==> config.mk <==
export PLATFORM = sky130hd
export DESIGN_NAME = mfv_seq
export DESIGN_NICKNAME = d
export VERILOG_FILES = /design/src/rtl/core/mfv_pkg.sv /design/src/rtl/core/mfv_seq.sv
export SDC_FILE = /design/constraint.sdc
export NUM_CORES = 1
export LEC_CHECK = 0
export BUFFER_PORTS_ARGS = -buffer_cell sky130_fd_sc_hd__clkbuf_2
export CAP_MARGIN = 10
export CORE_MARGIN = 2
export CORE_UTILIZATION = 50
export CTS_CLUSTER_SIZE = 14
export DETAILED_ROUTE_END_ITERATION = 10
export PLACE_DENSITY = 0.7
export SYNTH_ARGS = -nofsm -noshare
export SYNTH_HDL_FRONTEND = slang
export SYNTH_SLANG_ARGS = --single-unit
==> constraint.sdc <==
create_clock -name i_clk -period 3 [get_ports i_clk]
set_input_delay 0.15 -clock i_clk [delete_from_list [all_inputs] [get_ports i_clk]]
set_output_delay 0.15 -clock i_clk [all_outputs]
set_load 0.02 [all_outputs]
==> src/rtl/core/mfv_pkg.sv <==
// ----------------------------------------------------------------------------
// mfv_pkg
// Shared constants, types and sequencer codes of the most frequent value
// finder.
// ----------------------------------------------------------------------------
package mfv_pkg;

    // Store depth and derived widths
    localparam int MAX_ITEMS = 1024;
    localparam int ADDR_W    = $clog2(MAX_ITEMS);
    localparam int CNT_W     = ADDR_W + 1;
    localparam int VAL_W     = 32;
    localparam int COUNT_W   = 11;   // width of the mode_count output field

    typedef logic        [ADDR_W-1:0] t_addr;
    typedef logic        [CNT_W-1:0]  t_cnt;
    typedef logic signed [VAL_W-1:0]  t_val;
    typedef logic        [COUNT_W-1:0] t_count_out;

    localparam t_cnt CNT_MAX = CNT_W'(MAX_ITEMS);
    localparam t_cnt CNT_ONE = CNT_W'(1);

    // Sequencer states
    typedef enum logic [2:0] {
        S_LOAD,
        S_CAND,
        S_LATCH,
        S_SCAN,
        S_EVAL,
        S_OUT
    } t_state;

    // Sequencer to tally unit controls
    typedef struct packed {
        logic best_clr;   // start a new set: forget the best run
        logic run_clr;    // start counting a new candidate
        logic cand_load;  // capture read data as the candidate
        logic cmp_en;     // read data is valid, compare against candidate
        logic eval;       // candidate count done, update best
    } t_tally_ctl;

endpackage

==> src/rtl/core/mfv_seq.sv <==
// ----------------------------------------------------------------------------
// mfv_seq
// Sequencer: loads the set, then for every stored entry sweeps the store
// once to count that value, and finally presents the result.
// ----------------------------------------------------------------------------
module mfv_seq (
    input  logic                i_clk,
    input  logic                i_rst_n,
    input  logic                i_in_valid,
    input  logic                i_last,
    output logic                o_in_ready,
    output logic                o_wr_en,
    output mfv_pkg::t_addr      o_wr_addr,
    output mfv_pkg::t_addr      o_rd_addr,
    output mfv_pkg::t_tally_ctl o_ctl,
    output logic                o_out_valid,
    input  logic                i_out_ready,
    output logic                o_overflow
);
    import mfv_pkg::*;

    t_state r_state;
    t_state n_state;
    t_cnt   r_cnt;    // entries stored for the current set
    logic   r_ovf;    // an item was dropped
    t_addr  r_i;      // candidate index
    t_cnt   r_j;      // sweep read index
    logic   r_pend;   // read data of the sweep is valid this cycle

    logic w_in_fire;
    logic w_room;
    logic w_last_cand;
    logic w_issue;

    assign w_in_fire   = i_in_valid && (r_state == S_LOAD);
    assign w_room      = (r_cnt < CNT_MAX);
    assign w_last_cand = (CNT_W'(r_i) == (r_cnt - CNT_ONE));
    assign w_issue     = (r_j < r_cnt);

    // Next state
    always_comb begin
        n_state = r_state;
        case (r_state)
            S_LOAD:  if (w_in_fire && i_last) n_state = S_CAND;
            S_CAND:  n_state = S_LATCH;
            S_LATCH: n_state = S_SCAN;
            S_SCAN:  if (!w_issue && !r_pend) n_state = S_EVAL;
            S_EVAL:  n_state = w_last_cand ? S_OUT : S_CAND;
            S_OUT:   if (i_out_ready) n_state = S_LOAD;
            default: n_state = S_LOAD;
        endcase
    end

    // Outputs
    always_comb begin
        o_in_ready  = 1'b0;
        o_wr_en     = 1'b0;
        o_rd_addr   = '0;
        o_ctl       = '0;
        o_out_valid = 1'b0;
        case (r_state)
            S_LOAD: begin
                o_in_ready     = 1'b1;
                o_wr_en        = w_in_fire && w_room;
                o_ctl.best_clr = w_in_fire && i_last;
            end
            S_CAND: begin
                o_rd_addr     = r_i;
                o_ctl.run_clr = 1'b1;
            end
            S_LATCH: begin
                o_ctl.cand_load = 1'b1;
            end
            S_SCAN: begin
                o_rd_addr    = r_j[ADDR_W-1:0];
                o_ctl.cmp_en = r_pend;
            end
            S_EVAL: begin
                o_ctl.eval = 1'b1;
            end
            S_OUT: begin
                o_out_valid = 1'b1;
            end
            default: begin
                o_in_ready = 1'b0;
            end
        endcase
    end

    assign o_wr_addr  = r_cnt[ADDR_W-1:0];
    assign o_overflow = r_ovf;

    // State register
    always_ff @(posedge i_clk) begin
        if (!i_rst_n) begin
            r_state <= S_LOAD;
        end else begin
            r_state <= n_state;
        end
    end

    // Fill count and overflow flag
    always_ff @(posedge i_clk) begin
        if (!i_rst_n) begin
            r_cnt <= '0;
            r_ovf <= 1'b0;
        end else if (r_state == S_OUT && i_out_ready) begin
            r_cnt <= '0;
            r_ovf <= 1'b0;
        end else if (w_in_fire) begin
            if (w_room) begin
                r_cnt <= r_cnt + CNT_ONE;
            end else begin
                r_ovf <= 1'b1;
            end
        end
    end

    // Candidate and sweep indexes
    always_ff @(posedge i_clk) begin
        if (!i_rst_n) begin
            r_i    <= '0;
            r_j    <= '0;
            r_pend <= 1'b0;
        end else begin
            case (r_state)
                S_LOAD: begin
                    r_i    <= '0;
                    r_pend <= 1'b0;
                end
                S_LATCH: begin
                    // entry 0 was already addressed in this cycle
                    r_j    <= CNT_ONE;
                    r_pend <= 1'b1;
                end
                S_SCAN: begin
                    if (w_issue) begin
                        r_j    <= r_j + CNT_ONE;
                        r_pend <= 1'b1;
                    end else begin
                        r_pend <= 1'b0;
                    end
                end
                S_EVAL: begin
                    if (!w_last_cand) begin
                        r_i <= r_i + ADDR_W'(1);
                    end
                end
                default: begin
                    r_pend <= r_pend;
                end
            endcase
        end
    end

    // Checks
    a_cnt_max: assert property (@(posedge i_clk) disable iff (!i_rst_n)
        r_cnt <= CNT_MAX)
        else $error("fill count beyond store depth");

    a_ovf_full: assert property (@(posedge i_clk) disable iff (!i_rst_n)
        r_ovf |-> (r_cnt == CNT_MAX))
        else $error("overflow flagged with room left");

    a_out_clear: assert property (@(posedge i_clk) disable iff (!i_rst_n)
        (r_state == S_OUT && i_out_ready) |=> (r_state == S_LOAD && r_cnt == '0 && !r_ovf))
        else $error("set not cleared after result");

    a_scan_bound: assert property (@(posedge i_clk) disable iff (!i_rst_n)
        (r_state == S_SCAN) |-> (r_j <= r_cnt && r_cnt != '0))
        else $error("sweep index out of range");

endmodule

==> summary.md <==
| Metric | Value |
|---|---|
| Endpoints failing setup | `0` |
| Mux cell area share after synthesis | `4.48%` |
| Layout cells sized above 1 | `19.6%` |
| Htree depth | `2` |
| Minimum clock period | `2.63 ns` |
| Cell count after synthesis | `337` |
| Max-capacitance violation count | `0` |
| First-pass GRT wire length | `10.8 mm` |
| Largest family of logic cells by synthesized area | `simple AND/OR/NAND/NOR gates` |
| Syn avg cell area | `7.95 sq um` |
| Antenna diode count | `0` |
| Placed Cells | `424` |
| Gr busiest metal | `met2` |
| Pwr/cell area | `646 mW/mm^2` |
| Clk buf depth | `2` |
| GR Layer Usage met2 | `36.4%` |
| Synth top area share | `27.7%` |
| Rows | `26` |
| Number of buffers added on ports | `33` |
| Sequential share of the synthesized area | `27.7%` |
| Final Cycle Share | `87.7%` |
| Fin. Hold Viols | `0` |
| CP Class | `flip-flop to flip-flop` |
| Fin nets | `380` |
| XOR/XNOR Fraction of Synth Area | `8.83%` |
| FMAX | `0.380 GHz` |
| Simple-gate share of the synthesized area | `25.1%` |
| Total GRT Usage | `22.9%` |
| Top Ports | `34` |
| Post-Synth Adder-Cell Area | `6.54%` |
| Met1 usage | `30.8%` |
| Met3 usage | `4.24%` |
| Setup WS pre-CTS | `0.214 ns` |
| Unique cell type count in the Yosys netlist | `52` |
| Status | `finished, final reports clean` |
| Crit start category | `flip-flop` |
| Syn nets | `356` |
| Worst EP required | `3.23 ns` |
| Die Height | `77.2 um` |
| EDFF count, synth | `0` |
| Worst IR Drop VDD | `0.551 mV` |
| DRT iter0 DRCs | `213` |
| Clock Sink Count | `37` |
| TNS Setup | `0 ns` |
| Crit path DAT | `2.86 ns` |
| #FFs+latches synth | `37` |
| DRC viols | `0` |
| Crit-path max FO | `19` |
| Leakage | `1.22 nW` |
| Placer Congestion | `0.843` |
| Hold slack | `0.198 ns` |
| Cts bufs inserted | `5` |
| DR WL/cell | `15.4 um` |
| Min-Delay Path Class | `primary input to flip-flop` |
| Synth Cell Area | `0.00268 sq mm` |
| Initial Util | `52.1%` |
| Ys flop type | `dfxtp_1` |
| CTS tree | `done` |
| Post-route insts no fill | `432` |
| Total grt overflow | `0` |
| DRT Wirelength | `6.64 mm` |
| Synth warn | `0` |
| Clk_lat worst skew | `0.29 ns` |
| Die area | `0.00596 sq mm` |
| Core Box Area | `0.00514 sq mm` |
| # fillers | `509` |
| DP HPWL | `4.98 mm` |
| Max-slew violations | `0` |
| Slew HR | `48.8%` |
| FFs w/ async S/R, synth | `0%` |
| DR vias/cell | `5.77` |
| Final ANT Viol Nets | `0` |
| Pin count of the biggest net entering global routing | `20` |
| Synth area leaders | `dfxtp_1 (28%), nor2_1 (6.9%), xnor2_1 (6.9%), ha_1 (6.5%), mux2i_1 (4.5%)` |
| Worst Skew | `0.00329 ns` |
| Cell with the most instances after synthesis | `nor2_1` |
| Fin util | `57.3%` |
| Die Wd | `77.2 um` |
| Router iterations before antenna repair | `4` |
| Final setup margin | `0.370 ns` |
| P&R area growth vs syn | `9.90%` |
| Vias post-DR | `2494` |
| Post-synth top area cell | `dfxtp_1` |
| Crit. End Element | `flip-flop` |
| Clock-pin slew on the worst setup and hold paths | `0.08 ns` |
| Placed instance area | `0.00281 sq mm` |
| Final instance area | `0.00294 sq mm` |
| Clock root cell | `clkbuf_8` |
| Initial antenna violation count | `0` |
| RSZ-0062 raised after global routing | `false` |
| Worst-Margin Slew | `0.763 ns` |
| Vias in the first global route | `2239` |
| Synth Area in Compound Gates | `16.1%` |
| Commonest cells post-synth | `nor2_1 (49), dfxtp_1 (37), nand2_1 (26), xnor2_1 (21), a21oi_1 (19)` |
| Power Total | `1.90 mW` |
[registers in the layout, indices dropped and copies added (netlist names)]
signal      flops
r_cnt          11
r_j            11
r_i            10
r_state         3
o_overflow      1
r_pend          1
[cell families after synthesis]
logic type / count (synthesis)
buffers and inverters: 48
AND/OR/NAND/NOR: 135
AO/OA/AOI/OAI: 64
XOR/XNOR: 27
multiplexers: 12
adder cells (fa/ha/maj): 14
flip-flops: 37
[path summary, 6_finish.rpt]
| path | start | to | slack, ns | cells past startpoint |
|---|---|---|---|---|
| max | r_cnt[0]$_SDFFE_PP0P_ | r_i[7]$_SDFFE_PN0P_ | 0.37 | 10 |
| min | i_in_valid | o_overflow$_SDFFE_PP0P_ | 0.20 | 3 |
| max reg2reg | r_cnt[0]$_SDFFE_PP0P_ | r_i[7]$_SDFFE_PN0P_ | 0.37 | 10 |
| min reg2reg | r_j[10]$_SDFFE_PN0P_ | r_j[10]$_SDFFE_PN0P_ | 0.52 | 2 |
[worst max-delay path, stage by stage (launching register included)]
cell and delay [ns]:
dfxtp_1 0.42, inv_1 0.07, ha_1 0.29, and2_1 0.21
a211o_2 0.33, a31oi_1 0.14, a21oi_1 0.08, and3_1 0.19
buf_4 0.19, or4_1 0.51, a21oi_1 0.14
[cell usage in the layout (no fill, tap or decap), types with 12 or more instances in the layout]
cell / netlist / routed
xnor2_1: 21 / 21
dfxtp_1: 37 / 37
buf_4: 12 / 15
clkbuf_2: 0 / 33
inv_1: 16 / 16
nor2_1: 49 / 49
a21oi_1: 19 / 19
mux2i_1: 12 / 12
ha_1: 14 / 14
nand2_1: 26 / 26
nand4_1: 15 / 15
[area by class of cell]
type	count	area, sq um	area share, %
Clock inverter	3	65.1	2.21
Multi-Input combinational cell	252	1640	55.7
Timing Repair Buffer	48	278	9.43
Clock buffer	5	68.8	2.34
Sequential cell	37	741	25.2
Inverter	17	63.8	2.17
Tap cell	70	87.6	2.97
[layer usage]
layer	up-vias	routed length, um
met5	-	0
met4	0	127
met3	11	450
met2	92	3030
met1	1161	3030
li1	1230	-
[where the power goes]
part           switching (mW)  internal (mW)
clock network           0.192          0.330
registers              0.0640          0.533
logic                   0.487          0.296
total                   0.742           1.16
[repair_timing]
item / in CTS / in global routing
buffers inserted: 0 / 0
endpoints found under the setup margin: 0 / 3
hold buffers: 0 / 0
resized for setup: 0 / 1
No activity file was read; power rests on OpenSTA's default activity.
