**config.mk**
```make
export PLATFORM = sky130hd
export DESIGN_NAME = mfv_tally
export DESIGN_NICKNAME = d
export VERILOG_FILES = /design/src/rtl/core/mfv_pkg.sv /design/src/rtl/core/mfv_tally.sv
export SDC_FILE = /design/constraint.sdc
export NUM_CORES = 1
export LEC_CHECK = 0
export ABC_AREA = 1
export ABC_CLOCK_PERIOD_IN_PS = 3980
export CAP_MARGIN = 20
export CORE_AREA = 2 2 140 142
export CTS_CLUSTER_DIAMETER = 150
export CTS_CLUSTER_SIZE = 24
export DETAILED_ROUTE_END_ITERATION = 16
export DIE_AREA = 0 0 142 144
export DONT_BUFFER_PORTS = 1
export PLACE_DENSITY = 0.4
export SYNTH_ARGS = -nofsm -noshare
export SYNTH_HDL_FRONTEND = slang
export SYNTH_SLANG_ARGS = --single-unit
```
**constraint.sdc**
```tcl
create_clock -name i_clk -period 3.98 [get_ports i_clk]
set_input_delay 0.796 -clock i_clk [delete_from_list [all_inputs] [get_ports i_clk]]
set_output_delay 0.796 -clock i_clk [all_outputs]
set_load 0.05 [all_outputs]
```
**src/rtl/core/mfv_pkg.sv**
```systemverilog
// ----------------------------------------------------------------------------
// mfv_pkg
// Shared constants, types and sequencer codes of the most frequent value
// finder.
// ----------------------------------------------------------------------------
package mfv_pkg;

    // Store depth and derived widths
    localparam int MAX_ITEMS = 1024;
    localparam int ADDR_W    = $clog2(MAX_ITEMS);
    localparam int CNT_W     = ADDR_W + 1;
    localparam int VAL_W     = 32;
    localparam int COUNT_W   = 11;   // width of the mode_count output field

    typedef logic        [ADDR_W-1:0] t_addr;
    typedef logic        [CNT_W-1:0]  t_cnt;
    typedef logic signed [VAL_W-1:0]  t_val;
    typedef logic        [COUNT_W-1:0] t_count_out;

    localparam t_cnt CNT_MAX = CNT_W'(MAX_ITEMS);
    localparam t_cnt CNT_ONE = CNT_W'(1);

    // Sequencer states
    typedef enum logic [2:0] {
        S_LOAD,
        S_CAND,
        S_LATCH,
        S_SCAN,
        S_EVAL,
        S_OUT
    } t_state;

    // Sequencer to tally unit controls
    typedef struct packed {
        logic best_clr;   // start a new set: forget the best run
        logic run_clr;    // start counting a new candidate
        logic cand_load;  // capture read data as the candidate
        logic cmp_en;     // read data is valid, compare against candidate
        logic eval;       // candidate count done, update best
    } t_tally_ctl;

endpackage

```
**src/rtl/core/mfv_tally.sv**
```systemverilog
// ----------------------------------------------------------------------------
// mfv_tally
// Shared compare unit: counts how often the candidate occurs in the store
// and keeps the best (longest, then smallest) candidate seen so far.
// ----------------------------------------------------------------------------
module mfv_tally (
    input  logic               i_clk,
    input  mfv_pkg::t_tally_ctl i_ctl,
    input  mfv_pkg::t_val       i_rd_data,
    output mfv_pkg::t_val       o_best_val,
    output mfv_pkg::t_cnt       o_best_cnt
);
    import mfv_pkg::*;

    t_val r_cand;
    t_cnt r_run;
    t_val r_best_val;
    t_cnt r_best_cnt;

    logic w_eq;
    logic w_better;

    // Equality against candidate during the sweep
    assign w_eq = (i_rd_data == r_cand);

    // Longer run wins; equal run goes to the smaller value
    assign w_better = (r_run > r_best_cnt) ||
                      ((r_run == r_best_cnt) && (r_cand < r_best_val));

    // Candidate and run counter
    always_ff @(posedge i_clk) begin
        if (i_ctl.cand_load) begin
            r_cand <= i_rd_data;
        end
        if (i_ctl.run_clr) begin
            r_run <= '0;
        end else if (i_ctl.cmp_en && w_eq) begin
            r_run <= r_run + CNT_ONE;
        end
    end

    // Best result so far
    always_ff @(posedge i_clk) begin
        if (i_ctl.best_clr) begin
            r_best_cnt <= '0;
        end else if (i_ctl.eval && w_better) begin
            r_best_cnt <= r_run;
            r_best_val <= r_cand;
        end
    end

    assign o_best_val = r_best_val;
    assign o_best_cnt = r_best_cnt;

endmodule

```
==> metrics.md, run 1 <==
| Metric | Value |
|---|---|
| Routed WL | 10500 µm |
| CTS Buf Count | 9 |
| Tot GR Track Use | 0.109 |
| # clock sinks | 86 |
| Initial DRC Count | 146 |
| Synth cell types | 35 |
| Combinational share of power | 0.347 |
| Leakage | 0.00221 µW |
| # DRC | 0 |
| Vias | 3129 |
| Switch share | 0.395 |
| Core area | roughly 19000 µm² |
| I/O Buffers | 0 |
| Area grow syn2layout | 16.2% |
| Total net switching power | 1310 µW |
| Layout cells sized above 1 | 0.169 |
| Crit path time final | 3.05 ns |
| Crit path kind | reg2reg |
| RSZ-0062 raised after global routing | no |
| DR vias/cell | 4.26 |
| DR pass1 iterations | 4 |
| Vias in the first global route | between 3000 and 4000 |
| Main combinational cell family by area after synthesis | simple AND/OR/NAND/NOR gates |
| CP arrival | 3.03 ns |
| Grt total ovfl | 0 |
| Critical Path Sink Type | register |
| Initial Util | 0.245 |
| PD cells | 609 nW/µm² |
| Post-CTS Hold Buffers | 0 |
| Pins Over Slew Limit | 0 |
| Startpoint Class | register |
| CTS Buffer Depth | 2 |
| CTS tree | done |
| Number of setup violations in the final report | 0 |
| Ys async rst share | 0 |
| Mux contribution to synthesized area | 0 |
| Post-CTS Setup Bufs | 0 |
| Max Freq | 328 MHz |
| WP data required | 3.96 ns |
| Post-route clock period utilization | 0.766 |
| Final Hold Fails | 0 |
| Clk Latency, worst-skew pair | around 0.35 ns |
| Int Power | 2000 µW |
| Syn nets | 540 |
| Worst-path clk slew | 0.07 ns |
| Max cap viols | 0 |
| IO Pins | 81 |
| Die span in y | around 140 µm |
| Routed len/inst | 14.3 µm |
| Initial antenna violation count | 0 |
| # nets final | 574 |
| Most frequent cells in the layout | 74 x nand2_1, 72 x inv_1, 64 x edfxtp_1, 43 x ha_1, 32 x buf_4 |
| Clock Power Share | 0.254 |
| Diode count | 0 |
| Status | completed |
| Synthesis-stage register bit count | 86 |
| Seq pwr share | 0.399 |
| EDFF count, synth | 64 |
| GPL Wtd Cong | a little over 0.8 |
| Most common cell after layout, fill and taps aside | nand2_1 |
| Root Buffer | clkbuf_16 |
| Total power | around 3300 µW |
| Worst hold path type | reg2reg |
| Mapped cell area | 4670 µm² |
| Number of fill cells in the layout | between 1500 and 2000 |
| Hold path cells | 0 |
| First-pass GRT wire length | roughly 17000 µm |
| Post-CTS Resized | 0 |
| # rows | 51 |
| Worst Path Max Fanout | 32 |
| Syn Area/Cell | 10.2 µm² |
| H-tree depth | 3 |
| Sequential share of the synthesized area | 0.506 |
| Largest net degree at the start of global routing | 33 |
| Max Clock Skew | 0.0121 ns |
| Ys Warns | 0 |
| Setup_tns | 0 ns |
| Worst r2r path cells | 14 |
| Cells after synthesis | 459 |
| Post-synthesis simple-gate area fraction | 0.174 |
| HPWL after DPL | 8000 µm |
| Ys flop type | edfxtp_1 |
| Slew @ Worst Pin | just over 0.6 ns |
| Compound-cell area share of the yosys netlist | 0.0689 |
| Peak supply drop | 0.268 mV |
| Die W | ~140 µm |
| Antenna-violating nets left | 0 |
| Rel. slew slack | 0.597 |
| Adder-cell share of the synthesized area | 0.115 |
| Synth Area in XOR/XNOR | 0.0619 |
| Total Die Area | 20400 µm² |
==> worst max-delay path, cell delays in order (launching register included) <==
cell and delay (ns):
edfxtp_1 0.65, inv_1 0.09, ha_1 0.21, a21oi_1 0.13, nor2_1 0.06, nor3_2 0.09
nand2_1 0.08, nand2_1 0.05, nand2_1 0.09, nand2_1 0.09, nand3_1 0.12, nand3_4 0.33
nand2_1 0.15, nor2_4 0.10, buf_4 0.40
==> sequential cells by signal, summed over array words and instances (netlist names) <==
register	cells
o_best_cnt	11
o_best_val	32
r_cand	32
r_run	11
==> final cells by class <==
cell class                 count  area, µm²  area share
tap                          238        298      0.0549
timing repair buffer          32        240      0.0443
sequential                    86       2360       0.435
clock inverter                 5       60.1      0.0111
inverter                      73        274      0.0505
clock buffer                   9        225      0.0415
multi-input combinational    291       1970       0.362
==> synthesized netlist by cell type (2+ instances only) <==
cell | n | area (µm²)
nand3b_1 | 2 | 15.0
nor3_1 | 6 | 30.0
a21oi_1 | 29 | 145
nor2_1 | 21 | 78.8
nand2_1 | 74 | 278
a21oi_2 | 14 | 123
dfxtp_1 | 22 | 440
nand3_1 | 23 | 115
nor4_1 | 6 | 37.5
nand4_1 | 5 | 31.3
inv_1 | 72 | 270
buf_4 | 3 | 22.5
buf_6 | 2 | 22.5
nor3b_1 | 2 | 15.0
edfxtp_1 | 64 | 1920
buf_2 | 2 | 10.0
nand3_2 | 8 | 80.1
o21ai_1 | 2 | 10.0
xnor2_1 | 7 | 61.3
nor2_2 | 9 | 56.3
ha_1 | 43 | 538
o21a_1 | 2 | 15.0
xor2_1 | 26 | 228
o21ai_0 | 4 | 20.0
==> per-layer routing <==
layer  up-vias  track usage  wire length [µm]
met5         -            0                 0
met1      1437        0.138              4890
li1       1613            -                 -
met2        67        0.163              4510
met3        12       0.0507               910
met4         0       0.0395               159
==> kinds of logic (layout without fill, tap and decap cells) <==
logic type	Yosys count	in the layout
flops	86	86
fa+ha+maj	43	43
xor+xnor	33	33
simple gates	163	163
compound gates	52	52
buf+inv	82	119
==> stage by stage <==
stage	setup WS, ns	instances	area [µm²]	util	hold WS, ns
after floorplan	0.230	459	4670	-	0.450
after global placement	0.912	720	5140	0.269	0.467
after detailed placement	0.868	720	5140	0.269	0.478
after CTS	0.836	734	5430	0.284	0.488
after global routing	0.612	734	5430	0.284	0.494
final	0.933	734	5430	0.284	0.480
==> path summary, 6_finish.rpt <==
kind / from / endpoint / slack [ns]
max reg2reg: o_best_val[4]$_DFFE_PP_ / o_best_val[14]$_DFFE_PP_ / 0.93
min reg2reg: r_cand[25]$_DFFE_PP_ / o_best_val[25]$_DFFE_PP_ / 0.48
min: r_cand[25]$_DFFE_PP_ / o_best_val[25]$_DFFE_PP_ / 0.48
max: o_best_val[4]$_DFFE_PP_ / o_best_val[14]$_DFFE_PP_ / 0.93
==> power by group through the flow <==
stage	combinational, µW	sequential (µW)	clock (µW)
after floorplan	644	1610	0
after CTS	1170	1320	886
after global routing	1280	1340	917
after detailed placement	1170	1340	0
final	1150	1320	839
after global placement	1160	1340	0
No activity file was read; power rests on OpenSTA's default activity.
==> run 2, diff against run 1 <==
--- a/config.mk
+++ b/config.mk
@@ -6,7 +6,7 @@
 export NUM_CORES = 1
 export LEC_CHECK = 0
 export ABC_AREA = 1
-export ABC_CLOCK_PERIOD_IN_PS = 3980
+export ABC_CLOCK_PERIOD_IN_PS = 2600
 export CAP_MARGIN = 20
 export CORE_AREA = 2 2 140 142
 export CTS_CLUSTER_DIAMETER = 150
@@ -14,7 +14,7 @@
 export DETAILED_ROUTE_END_ITERATION = 16
 export DIE_AREA = 0 0 142 144
 export DONT_BUFFER_PORTS = 1
-export PLACE_DENSITY = 0.4
+export PLACE_DENSITY = 0.41
 export SYNTH_ARGS = -nofsm -noshare
 export SYNTH_HDL_FRONTEND = slang
 export SYNTH_SLANG_ARGS = --single-unit
==> constraint.sdc (replaced) <==
create_clock -name i_clk -period 2.6 [get_ports i_clk]
set_input_delay 0.52 -clock i_clk [delete_from_list [all_inputs] [get_ports i_clk]]
set_output_delay 0.52 -clock i_clk [all_outputs]
set_load 0.05 [all_outputs]
==> metrics.md, run 2 (synthesized netlist as in run 1, its figures left out) <==
| Metric | Value |
|---|---|
| Status | completed (unchanged) |
| Worst reg-to-reg setup slack | 0.25 ns (was 0.93 ns) |
| Core area | 19100 µm² (unchanged) |
| Leakage | 0.00232 µW (was 0.00221 µW) |
| # rows | 51 (unchanged) |
| Grt total ovfl | 0 (unchanged) |
| Clk Latency, worst-skew pair | 0.35 ns (about the same) |
| Rel. slew slack | 0.705 (was 0.597) |
| Initial antenna violation count | 0 (unchanged) |
| Most frequent cells in the layout | 72 x nand2_1, 71 x inv_1, 64 x edfxtp_1, 48 x buf_4, 42 x ha_1 (was 74 x nand2_1, 72 x inv_1, 64 x edfxtp_1, 43 x ha_1, 32 x buf_4) |
| CTS Buf Count | 9 (unchanged) |
| Startpoint Class | register (unchanged) |
| Post-CTS Setup Bufs | 0 (unchanged) |
| Max Clock Skew | 0.00902 ns (was 0.0121 ns) |
| Crit path launch | r_cand[3]$_DFFE_PP_ (was o_best_val[4]$_DFFE_PP_) |
| Number of fill cells in the layout | 2034 (was 1968) |
| Worst r2r src | r_cand[3]$_DFFE_PP_ (was o_best_val[4]$_DFFE_PP_) |
| Max cap viols | 0 (unchanged) |
| Worst Path Max Fanout | 32 (unchanged) |
| Die span in y | 144 µm (unchanged) |
| Pins Over Slew Limit | 0 (unchanged) |
| Antenna-violating nets left | 0 (unchanged) |
| # DRC | 0 (unchanged) |
| GPL Wtd Cong | 0.755 (was 0.810) |
| HPWL after DPL | 8430 µm (was 8000 µm) |
| I/O Buffers | 0 (unchanged) |
| Routed WL | 10900 µm (was 10500 µm) |
| PD cells | 934 nW/µm² (was 609 nW/µm²) |
| Setup_tns | 0 ns (unchanged) |
| Worst r2r path cells | 16 (was 14) |
| IO Pins | 81 (unchanged) |
| Worst hold path type | in2reg (was reg2reg) |
| Critical Path Sink Type | register (unchanged) |
| Hold_ws | 0.237 ns (was 0.480 ns) |
| WP data required | 2.64 ns (was 3.96 ns) |
| CP arrival | 2.38 ns (was 3.03 ns) |
| Post-CTS Hold Buffers | 0 (unchanged) |
| Post-CTS Resized | 0 (unchanged) |
| DR vias/cell | 4.30 (was 4.26) |
| Vias | 3237 (was 3129) |
| First-pass GRT wire length | 17600 µm (was 16900 µm) |
| H-tree depth | 3 (unchanged) |
| Area grow syn2layout | 20.3% (was 16.2%) |
| Worst-path clk slew | 0.06 ns (was 0.07 ns) |
| Worst Hold Endpoint | r_run[5]$_SDFFE_PP0P_ (was o_best_val[25]$_DFFE_PP_) |
| # clock sinks | 86 (unchanged) |
| Number of setup violations in the final report | 0 (unchanged) |
| Crit path cell chain | ha_1, nand2_1, inv_1, nand2_1, nand2_1, nand2_1, nand2_1, nand2_1, nand2_1, nand2_1, nand2_1, nand2_2, nand3_4, nand2_4, nor2_4, buf_12 (was inv_1, ha_1, a21oi_1, nor2_1, nor3_2, nand2_1, nand2_1, nand2_1, nand2_1, nand3_1, nand3_4, nand2_1, nor2_4, buf_4) |
| Die W | 142 µm (unchanged) |
| Initial Util | 0.245 (unchanged) |
| R2r endpoint | o_best_val[25]$_DFFE_PP_ (was o_best_val[14]$_DFFE_PP_) |
| Largest net degree at the start of global routing | 33 (unchanged) |
| Peak supply drop | 0.343 mV (was 0.268 mV) |
| Critical path's slowest cell | edfxtp_1 (unchanged) |
| CTS Buffer Depth | 2 (unchanged) |
| Slew @ Worst Pin | 0.438 ns (was 0.604 ns) |
| Hold path cells | 1 (was 0) |
| Diode count | 0 (unchanged) |
| Crit path kind | reg2reg (unchanged) |
| Pre-CTS setup slack | 0.198 ns (was 0.868 ns) |
| Most common cell after layout, fill and taps aside | nand2_1 (unchanged) |
| Post-Route Utilization | 0.294 (was 0.284) |
| Total Die Area | 20400 µm² (unchanged) |
| Crit path time final | 2.35 ns (was 3.05 ns) |
| Worst Hold Launch | i_ctl[3] (was r_cand[25]$_DFFE_PP_) |
| CP peak stage delay | 0.43 ns (was 0.65 ns) |
| Final Worst Setup Slack | 0.254 ns (was 0.933 ns) |
| Post-route clock period utilization | 0.902 (was 0.766) |
| CTS tree | done (unchanged) |
| Initial DRC Count | 152 (was 146) |
| Vias in the first global route | 3346 (was 3149) |
| RSZ-0062 raised after global routing | no (unchanged) |
| CP dominant cell by count | nand2_1 (unchanged) |
| Layout cells sized above 1 | 0.225 (was 0.169) |
| # nets final | 591 (was 574) |
| DR pass1 iterations | 5 (was 4) |
| Root Buffer | clkbuf_16 (unchanged) |
| Tot GR Track Use | 0.113 (was 0.109) |
| Final Hold Fails | 0 (unchanged) |
| Routed len/inst | 14.5 µm (was 14.3 µm) |
| Max Freq | 426 MHz (was 328 MHz) |
-- run 2: cell count changes in the layout (fill, tap and decap cells not counted), moves of 2 or more --
cell     change
buf_4       +16
dfxtp_1      -9
dfxtp_2      +9
nand2_1      -2
-- run 2: metrics by stage --
stage / total power [µW] / std cells / cell area, µm²
2_1_floorplan: 3500 / 459 / 4720
4_1_cts: 5350 / 753 / 5620
3_3_place_gp: 3980 / 737 / 5320
3_5_place_dp: 4010 / 737 / 5320
5_1_grt: 5600 / 753 / 5620
6_report: 5250 / 753 / 5620
-- run 2: cell type report --
type | instances | area (µm²) | area share
multi-input combinational | 291 | 1990 | 0.355
tap | 238 | 298 | 0.0530
timing repair buffer | 49 | 380 | 0.0677
inverter | 73 | 274 | 0.0488
sequential | 86 | 2370 | 0.422
clock inverter | 7 | 72.6 | 0.0129
clock buffer | 9 | 225 | 0.0401
-- run 2: worst max path at each step --
stage,slack (ns),depth (start not counted),end
after floorplan,-0.21,15,o_best_val[0]$_DFFE_PP_
after global placement,0.24,16,o_best_val[15]$_DFFE_PP_
after detailed placement,0.20,16,o_best_val[15]$_DFFE_PP_
after CTS,0.20,16,o_best_val[2]$_DFFE_PP_
after global routing,0.01,14,o_best_val[25]$_DFFE_PP_
final,0.25,16,o_best_val[25]$_DFFE_PP_
-- run 2: critical path: cells and delay by family, from the launching register on --
| family | cells | cell delay [ns] |
|---|---|---|
| adders and majority gates | 1 | 0.34 |
| DFF | 1 | 0.43 |
| and+or+nand+nor | 13 | 0.98 |
| buffers and inverters | 2 | 0.27 |
-- run 2: routing by layer --
| layer | track usage | routed length (µm) | up-vias |
|---|---|---|---|
| met2 | 0.194 | 5370 | 74 |
| met4 | 0.0347 | 131 | 0 |
| met1 | 0.128 | 4530 | 1517 |
| met5 | 0 | 0 | - |
| met3 | 0.0477 | 877 | 9 |
| li1 | - | - | 1637 |
-- run 2: where the power goes --
| group | total (µW) | internal (µW) | switching, µW |
|---|---|---|---|
| Combinational | 2070 | 700 | 1370 |
| Clock | 1300 | 746 | 558 |
| Sequential | 1870 | 1740 | 134 |
==> run 3, diff against run 2 <==
--- a/config.mk
+++ b/config.mk
@@ -14,7 +14,6 @@
 export DETAILED_ROUTE_END_ITERATION = 16
 export DIE_AREA = 0 0 142 144
 export DONT_BUFFER_PORTS = 1
-export PLACE_DENSITY = 0.41
 export SYNTH_ARGS = -nofsm -noshare
 export SYNTH_HDL_FRONTEND = slang
 export SYNTH_SLANG_ARGS = --single-unit
==> metrics.md, run 3 (synthesized netlist as in run 1, its figures left out) <==
| Metric | Value |
|---|---|
| Post-CTS Resized | 0 (unchanged) |
| # nets final | 591 (unchanged) |
| Max Clock Skew | 0.00932 ns (was 0.00902 ns) |
| DR vias/cell | 4.23 (was 4.30) |
| Rel. slew slack | 0.652 (was 0.705) |
| Pins Over Slew Limit | 0 (unchanged) |
| Crit path kind | reg2reg (unchanged) |
| Routed WL | 10400 µm (was 10900 µm) |
| RSZ-0062 raised after global routing | no (unchanged) |
| Total Die Area | 20400 µm² (unchanged) |
| IO Pins | 81 (unchanged) |
| CP arrival | 2.35 ns (was 2.38 ns) |
| Initial DRC Count | 189 (was 152) |
| PD cells | 922 nW/µm² (was 934 nW/µm²) |
| Hold_ws | 0.243 ns (was 0.237 ns) |
| Post-route clock period utilization | 0.888 (was 0.902) |
| # rows | 51 (unchanged) |
| DR pass1 iterations | 5 (unchanged) |
| Vias in the first global route | 3112 (was 3346) |
| Number of setup violations in the final report | 0 (unchanged) |
| CTS Buf Count | 9 (unchanged) |
| I/O Buffers | 0 (unchanged) |
| HPWL after DPL | 7970 µm (was 8430 µm) |
| CP dominant cell by count | nand2_1 (unchanged) |
| Die W | 142 µm (unchanged) |
| Diode count | 0 (unchanged) |
| Post-CTS Setup Bufs | 0 (unchanged) |
| Final std cells w/o fill | 753 (unchanged) |
| Peak supply drop | 0.351 mV (was 0.343 mV) |
| Most common cell after layout, fill and taps aside | nand2_1 (unchanged) |
| Largest net degree at the start of global routing | 33 (unchanged) |
| Critical Path Sink Type | register (unchanged) |
| Initial antenna violation count | 0 (unchanged) |
| Max cap viols | 0 (unchanged) |
| Grt total ovfl | 0 (unchanged) |
| Status | completed (unchanged) |
| CTS tree | done (unchanged) |
| Most frequent cells in the layout | 72 x nand2_1, 71 x inv_1, 64 x edfxtp_1, 48 x buf_4, 42 x ha_1 (unchanged) |
| Vias | 3183 (was 3237) |
| First-pass GRT wire length | 16200 µm (was 17600 µm) |
| Placed insts | 737 (unchanged) |
| Area grow syn2layout | 19.7% (was 20.3%) |
| Worst Path Max Fanout | 27 (was 32) |
| Worst-path clk slew | 0.06 ns (about the same) |
| # DRC | 0 (unchanged) |
| Antenna-violating nets left | 0 (unchanged) |
| Crit path cell chain | ha_1, nand2_1, inv_1, nand3_1, nor3_1, nand2_1, nand2_1, nand2_1, nand2_1, nand2_2, nand3_4, nand2_4, nor2_4, buf_12 (was ha_1, nand2_1, inv_1, nand2_1, nand2_1, nand2_1, nand2_1, nand2_1, nand2_1, nand2_1, nand2_1, nand2_2, nand3_4, nand2_4, nor2_4, buf_12) |
| Largest delay contributor family on the critical path | simple AND/OR/NAND/NOR gates (unchanged) |
| Max Freq | 433 MHz (was 426 MHz) |
| Startpoint Class | register (unchanged) |
| Post-CTS Hold Buffers | 0 (unchanged) |
| Tot GR Track Use | 0.105 (was 0.113) |
| Slew @ Worst Pin | 0.518 ns (was 0.438 ns) |
| DR WL met2 | 4930 µm (was 5370 µm) |
| Clk Latency, worst-skew pair | 0.34 ns (was 0.35 ns) |
| Routed len/inst | 13.8 µm (was 14.5 µm) |
| Metal-1 WL | 4520 µm (was 4530 µm) |
| CP peak stage delay | 0.43 ns (about the same) |
| GPL Wtd Cong | 0.818 (was 0.755) |
| CP Buf/Inv Count | 2 (unchanged) |
| Initial Util | 0.245 (unchanged) |
| CTS Buffer Depth | 2 (unchanged) |
| Leakage | 0.00230 µW (was 0.00232 µW) |
| Wire length on met3 | 744 µm (was 877 µm) |
| WP data required | 2.64 ns (about the same) |
| Root Buffer | clkbuf_16 (unchanged) |
| DR top layer | met4 (unchanged) |
| Final Hold Fails | 0 (unchanged) |
| H-tree depth | 3 (unchanged) |
| Crit path time final | 2.31 ns (was 2.35 ns) |
| Worst hold path type | in2reg (unchanged) |
| Core area | 19100 µm² (unchanged) |
| Layout cells sized above 1 | 0.219 (was 0.225) |
| Critical path's slowest cell | edfxtp_1 (unchanged) |
| # clock sinks | 86 (unchanged) |
| Setup_tns | 0 ns (unchanged) |
| Die span in y | 144 µm (unchanged) |
[run 3: changes by cell type in the layout (fill, tap and decap cells not counted)]
cell and delta:
bufinv_16 -1, clkbuf_1 +2, clkinv_4 -1, clkinvlp_4 -1, inv_6 +1, clkinv_1 +1, clkinv_2 -1
[run 3: routing by layer]
metal	vias up	track usage
met5	-	0
met4	0	0.0405
met3	13	0.0407
met2	56	0.170
met1	1468	0.125
li1	1646	-
[run 3: final timing paths]
kind,from,to,slack [ns],cells past startpoint
max,r_cand[15]$_DFFE_PP_,o_best_val[3]$_DFFE_PP_,0.29,14
max reg2reg,r_cand[15]$_DFFE_PP_,o_best_val[3]$_DFFE_PP_,0.29,14
min,i_ctl[3],r_run[6]$_SDFFE_PP0P_,0.24,1
min reg2reg,r_cand[7]$_DFFE_PP_,o_best_val[7]$_DFFE_PP_,0.49,0
[run 3: where the power goes]
group	switching, µW	internal (µW)	leakage [µW]
clock	544	651	0.000130
sequential	130	1740	0.000788
combinational	1380	705	0.00138
total	2060	3100	0.00230
[run 3: cell type report]
type / instances / area, µm²
inverter: 73 / 274
clock buffer: 11 / 233
sequential: 86 / 2370
multi-input combinational: 291 / 1990
clock inverter: 5 / 33.8
tap: 238 / 298
timing repair buffer: 49 / 380
fill: 1953 / 13500
[run 3: stage by stage]
| stage | setup slack [ns] | total power (µW) | area, µm² | util |
|---|---|---|---|---|
| 2_1_floorplan | -0.207 | 3500 | 4720 | - |
| 3_3_place_gp | 0.311 | 3990 | 5320 | 0.279 |
| 3_5_place_dp | 0.285 | 4020 | 5320 | 0.279 |
| 4_1_cts | 0.275 | 5240 | 5590 | 0.293 |
| 5_1_grt | 0.0875 | 5470 | 5590 | 0.293 |
| 6_report | 0.290 | 5150 | 5590 | 0.293 |
